**src/fps_pkg.sv**
```systemverilog
package fps_pkg;

  localparam int POINTS      = 8;
  localparam int IDX_BITS    = 3;
  localparam int SAMPLE_BITS = 16;
  localparam int BIN_BITS    = 20;
  localparam int TW_BITS     = 17;
  localparam int PROD_BITS   = BIN_BITS + TW_BITS;
  localparam int SUM_BITS    = PROD_BITS + 1;
  localparam int WORD_BITS   = 2 * BIN_BITS;

  // Q2.15 twiddles W0..W3, with one stored as 32768
  localparam logic signed [TW_BITS-1:0] TW_RE [4] = '{
    17'sd32768, 17'sd23170, 17'sd0, -17'sd23170
  };
  localparam logic signed [TW_BITS-1:0] TW_IM [4] = '{
    17'sd0, -17'sd23170, -17'sd32768, -17'sd23170
  };
  localparam logic signed [SUM_BITS-1:0] RND_HALF = 38'sd16384;

  // write data select
  localparam logic [1:0] WR_SAMPLE = 2'd0;
  localparam logic [1:0] WR_SUM    = 2'd1;
  localparam logic [1:0] WR_DIFF   = 2'd2;

  typedef struct packed {
    logic signed [SAMPLE_BITS-1:0] sample_re;
    logic signed [SAMPLE_BITS-1:0] sample_im;
  } fps_in_t;

  typedef struct packed {
    logic signed [BIN_BITS-1:0] bin_re;
    logic signed [BIN_BITS-1:0] bin_im;
    logic                       bin_last;
  } fps_out_t;

  typedef struct packed {
    logic [IDX_BITS-1:0] raddr_a;
    logic [IDX_BITS-1:0] raddr_b;
    logic [1:0]          tw_sel;
    logic                mul_en;
    logic                tw_en;
    logic                wr_en;
    logic [IDX_BITS-1:0] waddr;
    logic [1:0]          wr_sel;
    logic                last;
  } fps_cmd_t;

endpackage

```
**src/fps_ram.sv**
```systemverilog
module fps_ram #(
  parameter int WIDTH = 40,
  parameter int DEPTH = 8
) (
  input  logic                     clk,
  input  logic                     wr_en,
  input  logic [$clog2(DEPTH)-1:0] waddr,
  input  logic [WIDTH-1:0]         wdata,
  input  logic [$clog2(DEPTH)-1:0] raddr_a,
  input  logic [$clog2(DEPTH)-1:0] raddr_b,
  output logic [WIDTH-1:0]         rdata_a,
  output logic [WIDTH-1:0]         rdata_b
);

  logic [WIDTH-1:0] mem [DEPTH];

  always_ff @(posedge clk) begin
    if (wr_en) begin
      mem[waddr] <= wdata;
    end
    rdata_a <= mem[raddr_a];
    rdata_b <= mem[raddr_b];
  end

endmodule

```
**src/fps_datapath.sv**
```systemverilog
module fps_datapath
  import fps_pkg::*;
(
  input  logic     clk,
  input  fps_cmd_t cmd,
  input  fps_in_t  sample_word,
  output fps_out_t bin_word
);

  logic [WORD_BITS-1:0] wdata;
  logic [WORD_BITS-1:0] rdata_a;
  logic [WORD_BITS-1:0] rdata_b;

  logic signed [BIN_BITS-1:0]  a_re, a_im, b_re, b_im;
  logic signed [BIN_BITS-1:0]  u_re, u_im, t_re, t_im;
  logic signed [PROD_BITS-1:0] p_rr, p_ii, p_ri, p_ir;
  logic signed [SUM_BITS-1:0]  sum_re, sum_im;
  logic signed [TW_BITS-1:0]   w_re, w_im;

  fps_ram #(
    .WIDTH (WORD_BITS),
    .DEPTH (POINTS)
  ) u_store (
    .clk     (clk),
    .wr_en   (cmd.wr_en),
    .waddr   (cmd.waddr),
    .wdata   (wdata),
    .raddr_a (cmd.raddr_a),
    .raddr_b (cmd.raddr_b),
    .rdata_a (rdata_a),
    .rdata_b (rdata_b)
  );

  assign a_re = rdata_a[WORD_BITS-1:BIN_BITS];
  assign a_im = rdata_a[BIN_BITS-1:0];
  assign b_re = rdata_b[WORD_BITS-1:BIN_BITS];
  assign b_im = rdata_b[BIN_BITS-1:0];
  assign w_re = TW_RE[cmd.tw_sel];
  assign w_im = TW_IM[cmd.tw_sel];

  always_ff @(posedge clk) begin
    if (cmd.mul_en) begin
      u_re <= a_re;
      u_im <= a_im;
      p_rr <= b_re * w_re;
      p_ii <= b_im * w_im;
      p_ri <= b_re * w_im;
      p_ir <= b_im * w_re;
    end
  end

  // round half up, then shift right 15
  assign sum_re = SUM_BITS'(p_rr) - SUM_BITS'(p_ii) + RND_HALF;
  assign sum_im = SUM_BITS'(p_ri) + SUM_BITS'(p_ir) + RND_HALF;

  always_ff @(posedge clk) begin
    if (cmd.tw_en) begin
      t_re <= sum_re[BIN_BITS+14:15];
      t_im <= sum_im[BIN_BITS+14:15];
    end
  end

  always_comb begin
    case (cmd.wr_sel)
      WR_SAMPLE: wdata = {BIN_BITS'(sample_word.sample_re), BIN_BITS'(sample_word.sample_im)};
      WR_SUM:    wdata = {u_re + t_re, u_im + t_im};
      WR_DIFF:   wdata = {u_re - t_re, u_im - t_im};
      default:   wdata = {u_re - t_re, u_im - t_im};
    endcase
  end

  assign bin_word.bin_re   = a_re;
  assign bin_word.bin_im   = a_im;
  assign bin_word.bin_last = cmd.last;

endmodule

```
**src/fps_ctrl.sv**
```systemverilog
module fps_ctrl
  import fps_pkg::*;
(
  input  logic     clk,
  input  logic     rst,
  input  logic     sample_valid,
  output logic     sample_ready,
  output logic     bin_valid,
  input  logic     bin_ready,
  output fps_cmd_t cmd
);

  localparam logic [2:0] S_FILL = 3'd0;
  localparam logic [2:0] S_RD   = 3'd1;
  localparam logic [2:0] S_MUL  = 3'd2;
  localparam logic [2:0] S_TW   = 3'd3;
  localparam logic [2:0] S_WA   = 3'd4;
  localparam logic [2:0] S_WB   = 3'd5;
  localparam logic [2:0] S_ORD  = 3'd6;
  localparam logic [2:0] S_OVAL = 3'd7;

  logic [2:0]          state, state_next;
  logic [IDX_BITS-1:0] idx, idx_next;
  logic [1:0]          stage, stage_next;
  logic [1:0]          bf, bf_next;
  logic [IDX_BITS-1:0] addr_a, addr_b;
  logic [1:0]          tw_k;

  // butterfly pair and twiddle for this stage
  always_comb begin
    case (stage)
      2'd0: begin
        addr_a = {bf, 1'b0};
        addr_b = {bf, 1'b1};
        tw_k   = 2'd0;
      end
      2'd1: begin
        addr_a = {bf[1], 1'b0, bf[0]};
        addr_b = {bf[1], 1'b1, bf[0]};
        tw_k   = {bf[0], 1'b0};
      end
      default: begin
        addr_a = {1'b0, bf};
        addr_b = {1'b1, bf};
        tw_k   = bf;
      end
    endcase
  end

  assign sample_ready = (state == S_FILL);
  assign bin_valid    = (state == S_OVAL);

  always_comb begin
    cmd.raddr_a = (state == S_ORD || state == S_OVAL) ? idx : addr_a;
    cmd.raddr_b = addr_b;
    cmd.tw_sel  = tw_k;
    cmd.mul_en  = (state == S_MUL);
    cmd.tw_en   = (state == S_TW);
    cmd.last    = (idx == IDX_BITS'(POINTS - 1));
    case (state)
      S_FILL: begin
        // store bit-reversed so the transform runs in place
        cmd.wr_en  = sample_valid;
        cmd.waddr  = {idx[0], idx[1], idx[2]};
        cmd.wr_sel = WR_SAMPLE;
      end
      S_WA: begin
        cmd.wr_en  = 1'b1;
        cmd.waddr  = addr_a;
        cmd.wr_sel = WR_SUM;
      end
      S_WB: begin
        cmd.wr_en  = 1'b1;
        cmd.waddr  = addr_b;
        cmd.wr_sel = WR_DIFF;
      end
      default: begin
        cmd.wr_en  = 1'b0;
        cmd.waddr  = addr_a;
        cmd.wr_sel = WR_SUM;
      end
    endcase
  end

  always_comb begin
    state_next = state;
    idx_next   = idx;
    stage_next = stage;
    bf_next    = bf;
    case (state)
      S_FILL: begin
        if (sample_valid) begin
          idx_next = idx + 1'b1;
          if (idx == IDX_BITS'(POINTS - 1)) begin
            state_next = S_RD;
            stage_next = 2'd0;
            bf_next    = 2'd0;
          end
        end
      end
      S_RD:  state_next = S_MUL;
      S_MUL: state_next = S_TW;
      S_TW:  state_next = S_WA;
      S_WA:  state_next = S_WB;
      S_WB: begin
        bf_next = bf + 1'b1;
        if (bf == 2'd3) begin
          if (stage == 2'd2) begin
            state_next = S_ORD;
          end else begin
            stage_next = stage + 1'b1;
            state_next = S_RD;
          end
        end else begin
          state_next = S_RD;
        end
      end
      S_ORD: state_next = S_OVAL;
      S_OVAL: begin
        if (bin_ready) begin
          idx_next   = idx + 1'b1;
          state_next = (idx == IDX_BITS'(POINTS - 1)) ? S_FILL : S_ORD;
        end
      end
      default: state_next = S_FILL;
    endcase
  end

  always_ff @(posedge clk) begin
    if (rst) begin
      state <= S_FILL;
      idx   <= '0;
      stage <= '0;
      bf    <= '0;
    end else begin
      state <= state_next;
      idx   <= idx_next;
      stage <= stage_next;
      bf    <= bf_next;
    end
  end

endmodule

```
**src/fft_8_point_stream_unit.sv**
```systemverilog
// Eight samples are taken, one a cycle, then the transform runs as twelve butterflies
// on one shared complex twiddle multiplier, each in the steps read, multiply, twiddle round,
// write sum and write difference. Each bin is read from the store (S_ORD) and then held
// valid until bin_ready is seen. No sample is taken until the last bin of the frame is out.
// Synchronous reset returns to sample collection with an empty frame; store contents
// are not cleared.
module fft_8_point_stream_unit
  import fps_pkg::*;
(
  input  logic     clk,
  input  logic     rst,
  input  logic     sample_valid,
  output logic     sample_ready,
  input  fps_in_t  sample_word,
  output logic     bin_valid,
  input  logic     bin_ready,
  output fps_out_t bin_word
);

  fps_cmd_t cmd;

  fps_ctrl u_ctrl (
    .clk          (clk),
    .rst          (rst),
    .sample_valid (sample_valid),
    .sample_ready (sample_ready),
    .bin_valid    (bin_valid),
    .bin_ready    (bin_ready),
    .cmd          (cmd)
  );

  fps_datapath u_datapath (
    .clk         (clk),
    .cmd         (cmd),
    .sample_word (sample_word),
    .bin_word    (bin_word)
  );

endmodule
```
**config.mk**
```make
export PLATFORM = sky130hd
export DESIGN_NAME = fft_8_point_stream_unit
export DESIGN_NICKNAME = d
export VERILOG_FILES = /design/src/fps_pkg.sv /design/src/fps_ram.sv /design/src/fps_datapath.sv /design/src/fps_ctrl.sv /design/src/fft_8_point_stream_unit.sv
export SDC_FILE = /design/constraint.sdc
export NUM_CORES = 2
export LEC_CHECK = 0
export BUFFER_PORTS_ARGS = -buffer_cell sky130_fd_sc_hd__buf_2
export CAP_MARGIN = 20
export CORE_MARGIN = 2
export CORE_UTILIZATION = 40
export DETAILED_ROUTE_END_ITERATION = 7
export GPL_ROUTABILITY_DRIVEN = 1
export PLACE_DENSITY_LB_ADDON = 0.05
export SLEW_MARGIN = 20
export SYNTH_ARGS = -nofsm -noshare
export SYNTH_HDL_FRONTEND = slang
export SYNTH_SLANG_ARGS = --single-unit
export TNS_END_PERCENT = 1
```
**constraint.sdc**
```tcl
create_clock -name clk -period 19.2 [get_ports clk]
set_input_delay 0 -clock clk [delete_from_list [all_inputs] [get_ports clk]]
set_output_delay 0 -clock clk [all_outputs]
set_load 0.02 [all_outputs]
```
==> key figures <==
Outcome
  • Status: finished, final reports clean

Floorplan
  • Initial core utilization: 0.401
  • Die X: between 400 and 500 um
  • Die Ht: ~410 um
  • # IOs: 79
  • Die ar.: approximately 170,000 um^2
  • Placement Rows: 148
  • Core footprint: roughly 160,000 um^2

Finish
  • Footprint of the multi-input gates: around 42,000 um^2
  • Fill count: about 15,000
  • Final core occ: 0.440
  • Final #Nets: roughly 7,400
  • Most frequent cells in the layout: inv_1 (1,287), fa_1 (909), ha_1 (683)
  • Area grow syn2layout: 9.55%
  • Register Area: between 15,000 and 20,000 um^2
  • Commonest non-fill, non-tap cell in the layout: inv_1
  • Share of layout cells above drive strength 1: 0.0906

Clock network
  • Clock Latency Late Sink: about 0.71 ns
  • CTS Root Cell: clkbuf_16
  • Gates resized, CTS repair: 0
  • CTS tree: built
  • CTS Buf Count: 78
  • Clk slew on worst S/H paths: approximately 0.06 ns
  • Number of setup buffers added after CTS: 0
  • H-Tree Depth: 3
  • Clock sinks: approximately 620
  • Clock Tree Buf Depth: 3

Setup path
  • Max FO, Critical Path: 46
  • WP depth: 27
  • Crit path capture type: flop
  • Worst setup endpoint: u_datapath.p_ir[33]
  • Worst setup path startpoint: u_ctrl.stage[0]
  • Reg2reg start: u_ctrl.stage[0]
  • Reg-to-reg endpoint: u_datapath.p_ir[33]
  • Arrival time at the worst endpoint: ~9.7 ns
  • Critical path class: reg -> reg
  • CP dominant cell by count: fa_1
  • Delay-heaviest family, CP: adder cells
  • Largest stage delay, worst path: roughly 0.6 ns
  • Worst path required time: between 15 and 20 ns
  • Worst Path Buf+Inv: 7
  • R2R cell count: 27
  • R2r setup slk: 9.89 ns
  • Critical-path top delay cell: a21oi_1
  • Crit start category: flop

Routing
  • Vias: just over 40,000
  • DR WL/cell: 21.0 um
  • Initial DRC count: ~2,500
  • # DRC: 0
  • DR pass1 iterations: 5
  • Routed Antenna Nets: 0
  • Vias/cell: between 5 and 6
  • Final wirelength: 168 mm

Timing
  • Post-layout min period: 9.31 ns
  • Final worst path period share: 0.485
  • Endpoints failing hold: 0
  • Max Slew Vio Count: 0
  • Post-Route Setup TNS: 0 ns
  • Post-route setup slack: approximately 9.9 ns
  • Skew final: roughly 0.053 ns
  • Max-slew headroom: 0.220
  • Max Clock Freq: ~110 MHz
  • RSZ-0062 raised after global routing: false
  • Slew @ Worst Pin: 1.16 ns
  • Final setup fails: 0

Global route
  • Initial antenna violation count: 8
  • Grt total ovfl: 0
  • Total GRT Usage: 0.208
  • Vias in the first global route: about 43,000
  • Largest net degree at the start of global routing: around 140
  • First-pass GRT wire length: ~260 mm

Yosys
  • Number of synthesized register bits: 624
  • Asr flop ratio synth: 0
  • Distinct cell type count after synthesis: 81
  • Synthesized area: 65,100 um^2
  • Register area share after synthesis: 0.274
  • Ys flop type: edfxtp_1
  • Cell count after synthesis: around 5,600
  • Post-synth EDFFs: around 530
  • Ys Warns: 0
  • Synthesized area per cell: 11.6 um^2

Min path
  • Hold path cells: 3
  • Hold/Removal Path Class: in -> reg

Placed design
  • Hpwl dp: roughly 130 mm
  • GP Congestion: 0.838
  • Post-Place Setup Slack: roughly 10 ns
  • Input/output buffers: 78

Power and ir drop
  • Worst vdd ir: around 0.10 mV
  • Pleak: about 32 nW
  • Power per standard cell area: about 82 nW/um^2
  • Tot Pwr: between 0.005 and 0.006 W

Run
  • # Max-Cap Violations: 0
how the worst min path moves through the flow:
stage,from,endpoint,slack [ns]
after floorplan,sample_valid,u_ctrl.state[0],0.25
after global placement,rst,u_ctrl.bf[0],0.33
after detailed placement,rst,u_ctrl.idx[0],0.33
after CTS,rst,u_ctrl.state[1],0.13
after global routing,rst,u_ctrl.bf[0],0.17
final,rst,u_ctrl.idx[0],0.19
flip-flops by register name, summed over array words and instances (netlist names), 3 cells and up:
signal	cells
u_datapath.u_store.rdata_b	40
u_datapath.u_im	20
u_datapath.u_store.rdata_a	40
u_datapath.p_ir	34
u_datapath.p_ii	33
u_datapath.t_re	20
u_datapath.p_rr	33
u_datapath.p_ri	34
u_ctrl.idx	3
u_datapath.u_store.mem	320
u_datapath.u_re	20
u_ctrl.state	3
u_datapath.t_im	20
layout make-up:
cell class                      count  area share
Multi-Input combinational cell   3605       0.591
Sequential cell                   624       0.250
Inverter                         1288      0.0678
Tap cell                         2175      0.0382
Clock buffer                       96      0.0287
Timing Repair Buffer              154      0.0153
Clock inverter                     50     0.00933
Antenna cell                        1   0.0000351
synth_stat cells, types with 46 or more instances:
library cell     n  area [um^2]
xnor2_1        175         1530
nand3_1         58          290
clkbuf_1        86          323
xor2_1          85          744
a21oi_1        177          886
mux2_2          81          912
a21o_1          49          368
fa_1           909        18200
nand2_1        236          886
inv_1         1287         4830
edfxtp_1       534        16000
nor3_1          57          285
nand2b_1        46          288
nor2b_1        124          776
o21ai_0         99          495
dfxtp_1         90         1800
nor2_1         233          875
ha_1           686         8580
mux4_2         160         3600
cells by family (layout without fill, tap and decap cells):
group           after synthesis  in the layout  synth area share
mux                         254            254            0.0714
compound gates              593            593            0.0594
flops                       624            624             0.274
buf+inv                    1403           1588            0.0813
fa+ha+maj                  1595           1595             0.411
xor+xnor                    261            261            0.0352
other cells                   1              3         0.0000576
simple gates                900            900            0.0673
per-layer routing:
| metal | wire (um) | vias to the layer above | track usage |
|---|---|---|---|
| li1 | - | 18800 | - |
| met1 | 75700 | 20600 | 0.289 |
| met2 | 80900 | 773 | 0.347 |
| met3 | 7970 | 166 | 0.0326 |
| met4 | 3410 | 2 | 0.0425 |
| met5 | 7 | - | 0 |
worst min-delay path, delay by kind of cell:
| kind | cells | cell delay, ns |
|---|---|---|
| AND/OR/NAND/NOR | 1 | 0.07 |
| buffers and inverters | 2 | 0.77 |
what timing repair did:
item | 4_1_cts | 5_1_grt
hold endpoints to repair | 295 | 0
hold buffers | 37 | 0
endpoints found under the setup margin | 0 | 0
report_power, final:
group	switching (W)	internal, W
combinational	0.00141	0.000748
sequential	0.000157	0.00201
clock	0.000644	0.000920
metrics by stage:
| stage | hold WS, ns | cells | cell area, um^2 |
|---|---|---|---|
| 3_5_place_dp | 0.333 | 7809 | 68200 |
| 4_1_cts | 0.133 | 7992 | 71300 |
| 6_report | 0.185 | 7993 | 71300 |
| 5_1_grt | 0.174 | 7992 | 71300 |
| 3_3_place_gp | 0.327 | 7809 | 68200 |
| 2_1_floorplan | 0.249 | 5632 | 65100 |
(Power assumes the default switching activity.)
